==> src/sv/spectrum_cosine_similarity_defines.svh <==
// ----------------------------------------------------------------------------
// spectrum cosine similarity assertion macros
// shared property macros for the spectrum cosine similarity block
// ----------------------------------------------------------------------------
`ifndef SPECTRUM_COSINE_SIMILARITY_DEFINES_SVH
`define SPECTRUM_COSINE_SIMILARITY_DEFINES_SVH

// same-cycle implication
`define SCS_ASSERT_IMP(label, clk, rst, ante, cons) \
   label: assert property (@(posedge clk) disable iff (rst) (ante) |-> (cons)) \
      else $error("scs assertion failed");

// next-cycle implication
`define SCS_ASSERT_NEXT(label, clk, rst, ante, cons) \
   label: assert property (@(posedge clk) disable iff (rst) (ante) |=> (cons)) \
      else $error("scs assertion failed");

`endif

==> src/sv/scs_pkg.sv <==
// ----------------------------------------------------------------------------
// scs_pkg
// types and constants of the spectrum cosine similarity block
// ----------------------------------------------------------------------------
package scs_pkg;

   localparam int MAX_PEAKS_DEF = 256;
   localparam int MZ_W          = 26;
   localparam int INT_W         = 24;
   localparam int TOL_W         = 20;
   localparam int SIM_W         = 17;
   localparam int CMD_W         = 2;
   localparam int PEAK_W        = MZ_W + INT_W;
   localparam int PPROD_W       = 2 * INT_W;

   localparam logic [TOL_W-1:0] TOL_RESET = TOL_W'(100);
   localparam logic [SIM_W-1:0] SIM_ONE   = SIM_W'(65536);

   localparam logic [CMD_W-1:0] CMD_FIRST   = 2'd0;
   localparam logic [CMD_W-1:0] CMD_SECOND  = 2'd1;
   localparam logic [CMD_W-1:0] CMD_COMPUTE = 2'd2;

   typedef struct packed {
      logic [CMD_W-1:0] cmd;
      logic [MZ_W-1:0]  mz;
      logic [INT_W-1:0] intensity;
   } req_type;

   typedef struct packed {
      logic [SIM_W-1:0] similarity;
      logic             status;
   } rsp_type;

endpackage

==> src/sv/scs_math.sv <==
// ----------------------------------------------------------------------------
// scs_math
// multi-cycle unit: floor(65536 * dot / sqrt(mag1 * mag2)) via shift-add
// multiplies, restoring division and a digit-by-digit square root
// ----------------------------------------------------------------------------
module scs_math #(
   parameter int ACC_W = 56
) (
   input  logic                      clock,
   input  logic                      reset,
   input  logic                      start,
   input  logic [ACC_W-1:0]          dot,
   input  logic [ACC_W-1:0]          mag1,
   input  logic [ACC_W-1:0]          mag2,
   output logic                      done,
   output logic [scs_pkg::SIM_W-1:0] sim
);
   import scs_pkg::*;

   localparam int PROD_W = 2 * ACC_W;
   localparam int REM_W  = PROD_W + 32;
   localparam int Q_W    = 33;
   localparam int CNT_W  = $clog2(ACC_W + 1);

   localparam logic [2:0] M_IDLE  = 3'd0;
   localparam logic [2:0] M_MUL1  = 3'd1;
   localparam logic [2:0] M_LOAD2 = 3'd2;
   localparam logic [2:0] M_MUL2  = 3'd3;
   localparam logic [2:0] M_LOADD = 3'd4;
   localparam logic [2:0] M_DIV   = 3'd5;
   localparam logic [2:0] M_SQRT  = 3'd6;
   localparam logic [2:0] M_DONE  = 3'd7;

   logic [2:0]        state_ff;
   logic [CNT_W-1:0]  cnt_ff;
   logic [PROD_W-1:0] mcand_ff;
   logic [ACC_W-1:0]  mplier_ff;
   logic [PROD_W-1:0] prod_ff;
   logic [ACC_W-1:0]  dot_ff;
   logic [REM_W-1:0]  dvs_ff;
   logic [REM_W-1:0]  rem_ff;
   logic [Q_W-1:0]    q_ff;
   logic [SIM_W-1:0]  root_ff;
   logic [SIM_W-1:0]  bit_ff;

   logic [PROD_W-1:0]  prod_in;
   logic [SIM_W-1:0]   trial;
   logic [2*SIM_W-1:0] trial_sq;

   assign prod_in  = mplier_ff[0] ? prod_ff + mcand_ff : prod_ff;
   assign trial    = root_ff | bit_ff;
   assign trial_sq = (2*SIM_W)'(trial) * (2*SIM_W)'(trial);
   assign done     = (state_ff == M_DONE);
   assign sim      = root_ff;

   always_ff @(posedge clock) begin
      if (reset) begin
         state_ff <= M_IDLE;
      end else begin
         case (state_ff)
            M_IDLE: begin
               if (start) begin
                  dot_ff <= dot;
                  if (mag1 == '0 || mag2 == '0) begin
                     root_ff  <= '0;
                     state_ff <= M_DONE;
                  end else begin
                     mcand_ff  <= PROD_W'(mag1);
                     mplier_ff <= mag2;
                     prod_ff   <= '0;
                     cnt_ff    <= CNT_W'(ACC_W);
                     state_ff  <= M_MUL1;
                  end
               end
            end
            M_MUL1, M_MUL2: begin
               prod_ff   <= prod_in;
               mcand_ff  <= mcand_ff << 1;
               mplier_ff <= mplier_ff >> 1;
               cnt_ff    <= cnt_ff - 1'b1;
               if (cnt_ff == CNT_W'(1)) begin
                  state_ff <= (state_ff == M_MUL1) ? M_LOAD2 : M_LOADD;
               end
            end
            M_LOAD2: begin
               dvs_ff    <= {prod_ff, 32'b0};
               mcand_ff  <= PROD_W'(dot_ff);
               mplier_ff <= dot_ff;
               prod_ff   <= '0;
               cnt_ff    <= CNT_W'(ACC_W);
               state_ff  <= M_MUL2;
            end
            M_LOADD: begin
               rem_ff   <= {prod_ff, 32'b0};
               q_ff     <= '0;
               cnt_ff   <= CNT_W'(Q_W);
               state_ff <= M_DIV;
            end
            M_DIV: begin
               if (rem_ff >= dvs_ff) begin
                  rem_ff <= rem_ff - dvs_ff;
                  q_ff   <= {q_ff[Q_W-2:0], 1'b1};
               end else begin
                  q_ff   <= {q_ff[Q_W-2:0], 1'b0};
               end
               dvs_ff <= dvs_ff >> 1;
               cnt_ff <= cnt_ff - 1'b1;
               if (cnt_ff == CNT_W'(1)) begin
                  root_ff  <= '0;
                  bit_ff   <= SIM_W'(1) << (SIM_W - 1);
                  state_ff <= M_SQRT;
               end
            end
            M_SQRT: begin
               if (trial_sq <= (2*SIM_W)'(q_ff)) begin
                  root_ff <= trial;
               end
               bit_ff <= bit_ff >> 1;
               if (bit_ff[0]) begin
                  state_ff <= M_DONE;
               end
            end
            M_DONE: begin
               state_ff <= M_IDLE;
            end
            default: begin
               state_ff <= M_IDLE;
            end
         endcase
      end
   end

endmodule

==> config.mk <==
export PLATFORM = sky130hd
export DESIGN_NAME = scs_math
export DESIGN_NICKNAME = d
export VERILOG_FILES = /design/src/sv/spectrum_cosine_similarity_defines.svh /design/src/sv/scs_pkg.sv /design/src/sv/scs_math.sv
export SDC_FILE = /design/constraint.sdc
export NUM_CORES = 2
export LEC_CHECK = 0
export ABC_AREA = 1
export BUFFER_PORTS_ARGS = -buffer_cell sky130_fd_sc_hd__buf_4
export CAP_MARGIN = 40
export CORE_ASPECT_RATIO = 1.75
export CORE_UTILIZATION = 50
export CTS_CLUSTER_SIZE = 30
export DETAILED_ROUTE_END_ITERATION = 8
export HOLD_SLACK_MARGIN = 0.02
export MAX_ROUTING_LAYER = met4
export PLACE_DENSITY = 0.7
export SETUP_SLACK_MARGIN = 0.1
export SLEW_MARGIN = 30
export SYNTH_ARGS = -nofsm -noshare
export SYNTH_HDL_FRONTEND = slang
export SYNTH_SLANG_ARGS = --single-unit
==> constraint.sdc <==
create_clock -name clock -period 13.7 [get_ports clock]
set_input_delay 0 -clock clock [delete_from_list [all_inputs] [get_ports clock]]
set_output_delay 0 -clock clock [all_outputs]
set_load 0.02 [all_outputs]
# After elaboration in Yosys (flattened, before gate mapping)
# Index checks and enable logic that the tools add are counted.
# op_classes
n_addsub	3
multipliers	1
n_lt_le_gt_ge	2
n_eq_ne	17
n_mux	32
n_bitwise	2
reduce_logical	22
# ops
operator	n
$pmux 112 s3	2
$pmux 144 s2	2
$mux 112	5
$pmux 56 s3	1
$ge 144x144->1	1
$mux 144	1
$sub 144x144->144	1
$add 112x112->112	1
$logic_not 56->1	2
$mux 56	2
$mux 17	5
$pmux 33 s2	1
$pmux 17 s3	1
$le 34x33->1	1
$mul 17x17->34	1
$pmux 17 s2	1
$pmux 6 s4	1
$pmux 3 s7	1
$mux 3	6
$ne 2x2->1 const B	9
$or 17x17->17	1
$eq 3x3->1 const B	4
$mux 6	2
$reduce_and 4->1	3
17 further kinds	24
# word_totals
register_bits	700
input_bits	171

# Depth between registers and ports, before layout
# logic_depth
word_depth	5
ltp_mapped	42

# Worst setup path before layout
# OpenSTA, ideal clock, no wires.
# synth_path
path_type	flip-flop to flip-flop
start	reg state_ff[0]
end	reg mcand_ff[0] (enable)
setup_time_ps	903
t_arrival_ps	12120
t_required_ps	12797
setup_slack_ps	677
stages_incl_launch_ff	7
path_cell_list	dfxtp_1 nor2_1 inv_1 nor2_1 inv_1 nor2_1 nor3_1
# synth_between
elab_chain_len	4
elab_cells_between_ends	9
# synth_lines
item	line_no	rtl
from (decl)	scs_math.sv:34	logic [2:0] state_ff;
from (signal assigned)	scs_math.sv:82	state_ff <= (state_ff == M_MUL1) ? M_LOAD2 : M_LOADD;
$eq 3x1->1 or $eq 3x2->1 (tied branches)	scs_math.sv:60	case (state_ff)
$reduce_or 2->1	scs_math.sv:60	
$reduce_bool 3->1 (no source line)	-	
$reduce_and 4->1 (no source line) (*)	-	
to (signal assigned)	scs_math.sv:68	mcand_ff <= PROD_W'(mag1);
to (signal assigned)	scs_math.sv:78	mcand_ff <= mcand_ff << 1;
to (signal assigned)	scs_math.sv:87	mcand_ff <= PROD_W'(dot_ff);
to (decl)	scs_math.sv:36	logic [PROD_W-1:0] mcand_ff;
# Every way passes the cells marked *; elsewhere a longest branch is shown, timed or not.
# A chain may end at the register's enable or synchronous reset.

# Worst setup path in the final report
# layout_path
start	reg root_ff[4], in the netlist sim[4]
end	reg root_ff[15], in the netlist sim[15] (enable)
# layout_between
elab_chain_len	5
# layout_lines
item	line_no	rtl
from (decl)	scs_math.sv:43	logic [SIM_W-1:0] root_ff;
from (signal assigned)	scs_math.sv:116	root_ff <= trial;
$or 17x17->17	scs_math.sv:51	assign trial = root_ff | bit_ff;
via trial[4]	scs_math.sv:47	logic [SIM_W-1:0] trial;
$mul 17x17->34	scs_math.sv:52	assign trial_sq = (2*SIM_W)'(trial) * (2*SIM_W)'(trial);
$le 34x33->1	scs_math.sv:115	if (trial_sq <= (2*SIM_W)'(q_ff)) begin
$ne 2x2->1 (no source line)	-	
$reduce_and 6->1 (no source line)	-	
# The timed path passes the listed nets, and every way through them passes these cells.

==> impl_metrics.toml <==
[status]
status = "complete, but fails checks"
violations = "DRC"

[critical_path]
cp-end-kind = "flop"
critPathKind = "reg2reg"
max_stage_delay_ns = 0.57
r2r-end = "sim[15]"
required_ns = 14.14
rr_worst_depth = 38
crit_start = "sim[4]"
crit_path_frequent_cell = "nand2_1"
cp-start-kind = "flop"
cpMaxStageDelayCell = "fa_1"
arrival_ns = 9.17
path_max_fanout = 17
setup.worst_path.end = "sim[15]"
r2r-start = "sim[4]"
r2r_slack_ns = 4.97

[floorplan]
dieArea_mm2 = 0.1213
die_x_um = 263.7
initial_utilization_pct = 50.50
die_h_um = 460.0
row_count = 167
core-area_mm2 = 0.1187
io_pins = 189

[cts]
clkTransAtPathRegs_ns = 0.08
cts_htree_levels = 3
max-clock-path-buffers = 3
root_buffer = "clkbuf_16"
post_cts_resize_count = 0
cts_made_buffers = 72
cts_num_sinks = 700
clock_latency_ns = 0.73
cts_tree = "built"

[logic_synthesis]
syn_inst = 8210
async_reset_ff_share_pct = 0
yosysSeqAreaShare_pct = 35.02
synth_edf_count = 697
yosysWarnings = 0
syn_area_mm2 = 0.05994
syn_avg_cell_area_um2 = 7.301
synth_cell_type_count = 58
syn-num-nets = 8969
ys.flop_type = "edfxtp_1"
synth-seq-cells = 700

[power_and_ir_drop]
irDropWorstVdd_mv = 0.4182
power_frac_clock_pct = 14.3
sw_frac_of_total_pct = 51.66
pwr-share-comb_pct = 65.8
switchingPower_uw = 7568
leakage_uw = 0.02954
seqPwrFrac_pct = 19.9
intPower_uw = 7083
power_density_mw_per_mm2 = 215.6

[timing]
hold_viol_final = 0
worst_slew_margin_rel_pct = 30.16
skew_ns = 0.03566
worst_pin_slew_ns = 1.048
grt_setup_unrepaired = "false"
fin_crit_sh_pct = 63.72
period_minus_slack_ns = 8.729
timing.fmax_mhz = 114.6
tns_ns = 0
drv_slew = 0
setup-violations-final = 0

[placement]
portBuffers = 188
place_area_mm2 = 0.06342
gp_congestion = 1.189
place_hpwl_um = 231600

[drt]
viasPerCell = 6.019
drt_iter0_drc = 6491
drcViolationCount = 28
wire_per_inst_um = 28.51
ant_nets = 0
drt-total-wl_um = 291300
drt_pass1_iterations = 9
num_vias = 61493

[global_route]
antenna_found_initial = 23
grtUsageTotal_pct = 49.11
grt_pass1_wl_um = 414000
grt.overflow.total = 0
grt_pass1_vias = 62582
grt_max_degree = 204

[hold_path]
hold_path_class = "in2reg"
holdPathStages = 2

[layout]
post-route-util_pct = 57.27
final_nets = 9376
area_delta_synth_final_pct = 13.39
layout-drive-gt1-share_pct = 6.722
design_area_mm2 = 0.06797
n_fill_cell = 10803

[job]
drv_cap = 0
per-layer routing:
metal / global-route usage [%] / share of wire, % / wire (um) / up-vias
met5: - / 0 / 0 / -
met4: 56.92 / 15 / 42690 / 0
met3: 11.46 / 8.2 / 23810 / 1668
met2: 80.30 / 47 / 137100 / 4056
met1: 43.86 / 30 / 87630 / 28311
li1: - / - / - / 27458
cells by family after synthesis:
logic type / share of synthesized area [%]
AO/OA/AOI/OAI: 14.13
flip-flops: 35.02
buffers and inverters: 10.25
XOR/XNOR: 0.6576
AND/OR/NAND/NOR: 25.24
adder cells (fa/ha/maj): 14.70
metrics by stage:
step,setup slack (ns),instances,hold WS (ns),power [uW]
finish,4.971,10217,0.02300,14650
global route,4.420,10217,0.02124,15810
CTS,4.479,10184,0.02036,14460
detailed placement,4.530,9854,0.1793,12330
global placement,4.518,9842,0.1784,12240
floorplan,0.6766,8210,0.06907,9282
cell type report:
class / instances / area (um^2) / share of cell area, %
diodes: 23 / 57.56 / 0.08468
clock buffers: 77 / 1842 / 2.710
clock inverters: 53 / 528.0 / 0.7769
inverters: 1515 / 5699 / 8.385
multi-input cells: 5876 / 32890 / 48.40
flip-flops and latches: 700 / 20990 / 30.88
well taps: 1521 / 1903 / 2.800
repair buffers: 452 / 4053 / 5.963
cells in the mapped netlist, drive strengths merged, types with 72 or more instances:
library cell	number	area share, %
nand2	1923	12
inv	1508	9.4
nor2	1278	8.3
edfxtp	697	35
a21oi	682	5.7
o21ai	621	5.3
ha	394	8.2
nand3	280	2.5
fa	194	6.5
clkbuf	103	0.65
nor3	76	0.76
o21bai	75	0.96
o211ai	72	0.92
timing repair:
item / CTS / global route
endpoints found under the setup margin: 0 / 0
endpoints found under the hold margin: 204 / 0
hold buffers: 200 / 0
buffers inserted: 0 / 0
sequential cells by signal, indices dropped and copies added (netlist names):
register and cells:
dvs_ff 144, rem_ff 144, mcand_ff 112, prod_ff 112
dot_ff 56, mplier_ff 56, q_ff 33, bit_ff 17
sim 17, cnt_ff 6, state_ff 3
worst min-delay path by stage:
| stage | end | from | slack, ns |
|---|---|---|---|
| 6_report | dot_ff[14] | dot[14] | 0.02 |
| 5_1_grt | dot_ff[14] | dot[14] | 0.02 |
| 4_1_cts | dot_ff[32] | dot[32] | 0.02 |
| 3_5_place_dp | dot_ff[34] | dot[34] | 0.18 |
| 3_3_place_gp | dot_ff[19] | dot[19] | 0.18 |
| 2_1_floorplan | state_ff[2] | reset | 0.07 |
layout by cell type (no fill, tap or decap), drive strengths merged, types with 2 or more instances in the layout:
cell type and count:
bufinv 5, o311ai 4, nor3 76, a22oi 2, inv 1520, dlygate4sd3 200
nand3 280, clkinvlp 5, a21o 20, nand2 1923, nor2 1278, ha 394
a21boi 16, or2 3, a21oi 682, and2 9, edfxtp 697, nor3b 3
buf 247, fa 194, nor4 26, nand3b 25, clkbuf 82, o31ai 2
o21ai 621, o211ai 72, a31oi 10, nand2b 2, nand4 64, o21bai 75
dfxtp 3, o22ai 8, diode 23, a211oi 4, clkinv 38, xor2 28
o21a 35, xnor2 17
power groups by stage:
stage	registers (uW)	clock network [uW]	logic (uW)
after CTS	2890	2070	9500
final	2910	2090	9640
after floorplan	2850	0	6430
after detailed placement	2930	0	9390
after global routing	2910	2140	10800
after global placement	2930	0	9310
worst max-delay path, delay by kind of cell, from the launching register on:
family	cells	cell delay (ns)
xor+xnor	1	0.16
flops	1	0.41
fa+ha+maj	8	3.71
compound gates	6	1.22
simple gates	17	1.92
buf+inv	6	0.99
Power figures use the tool's default switching activity.
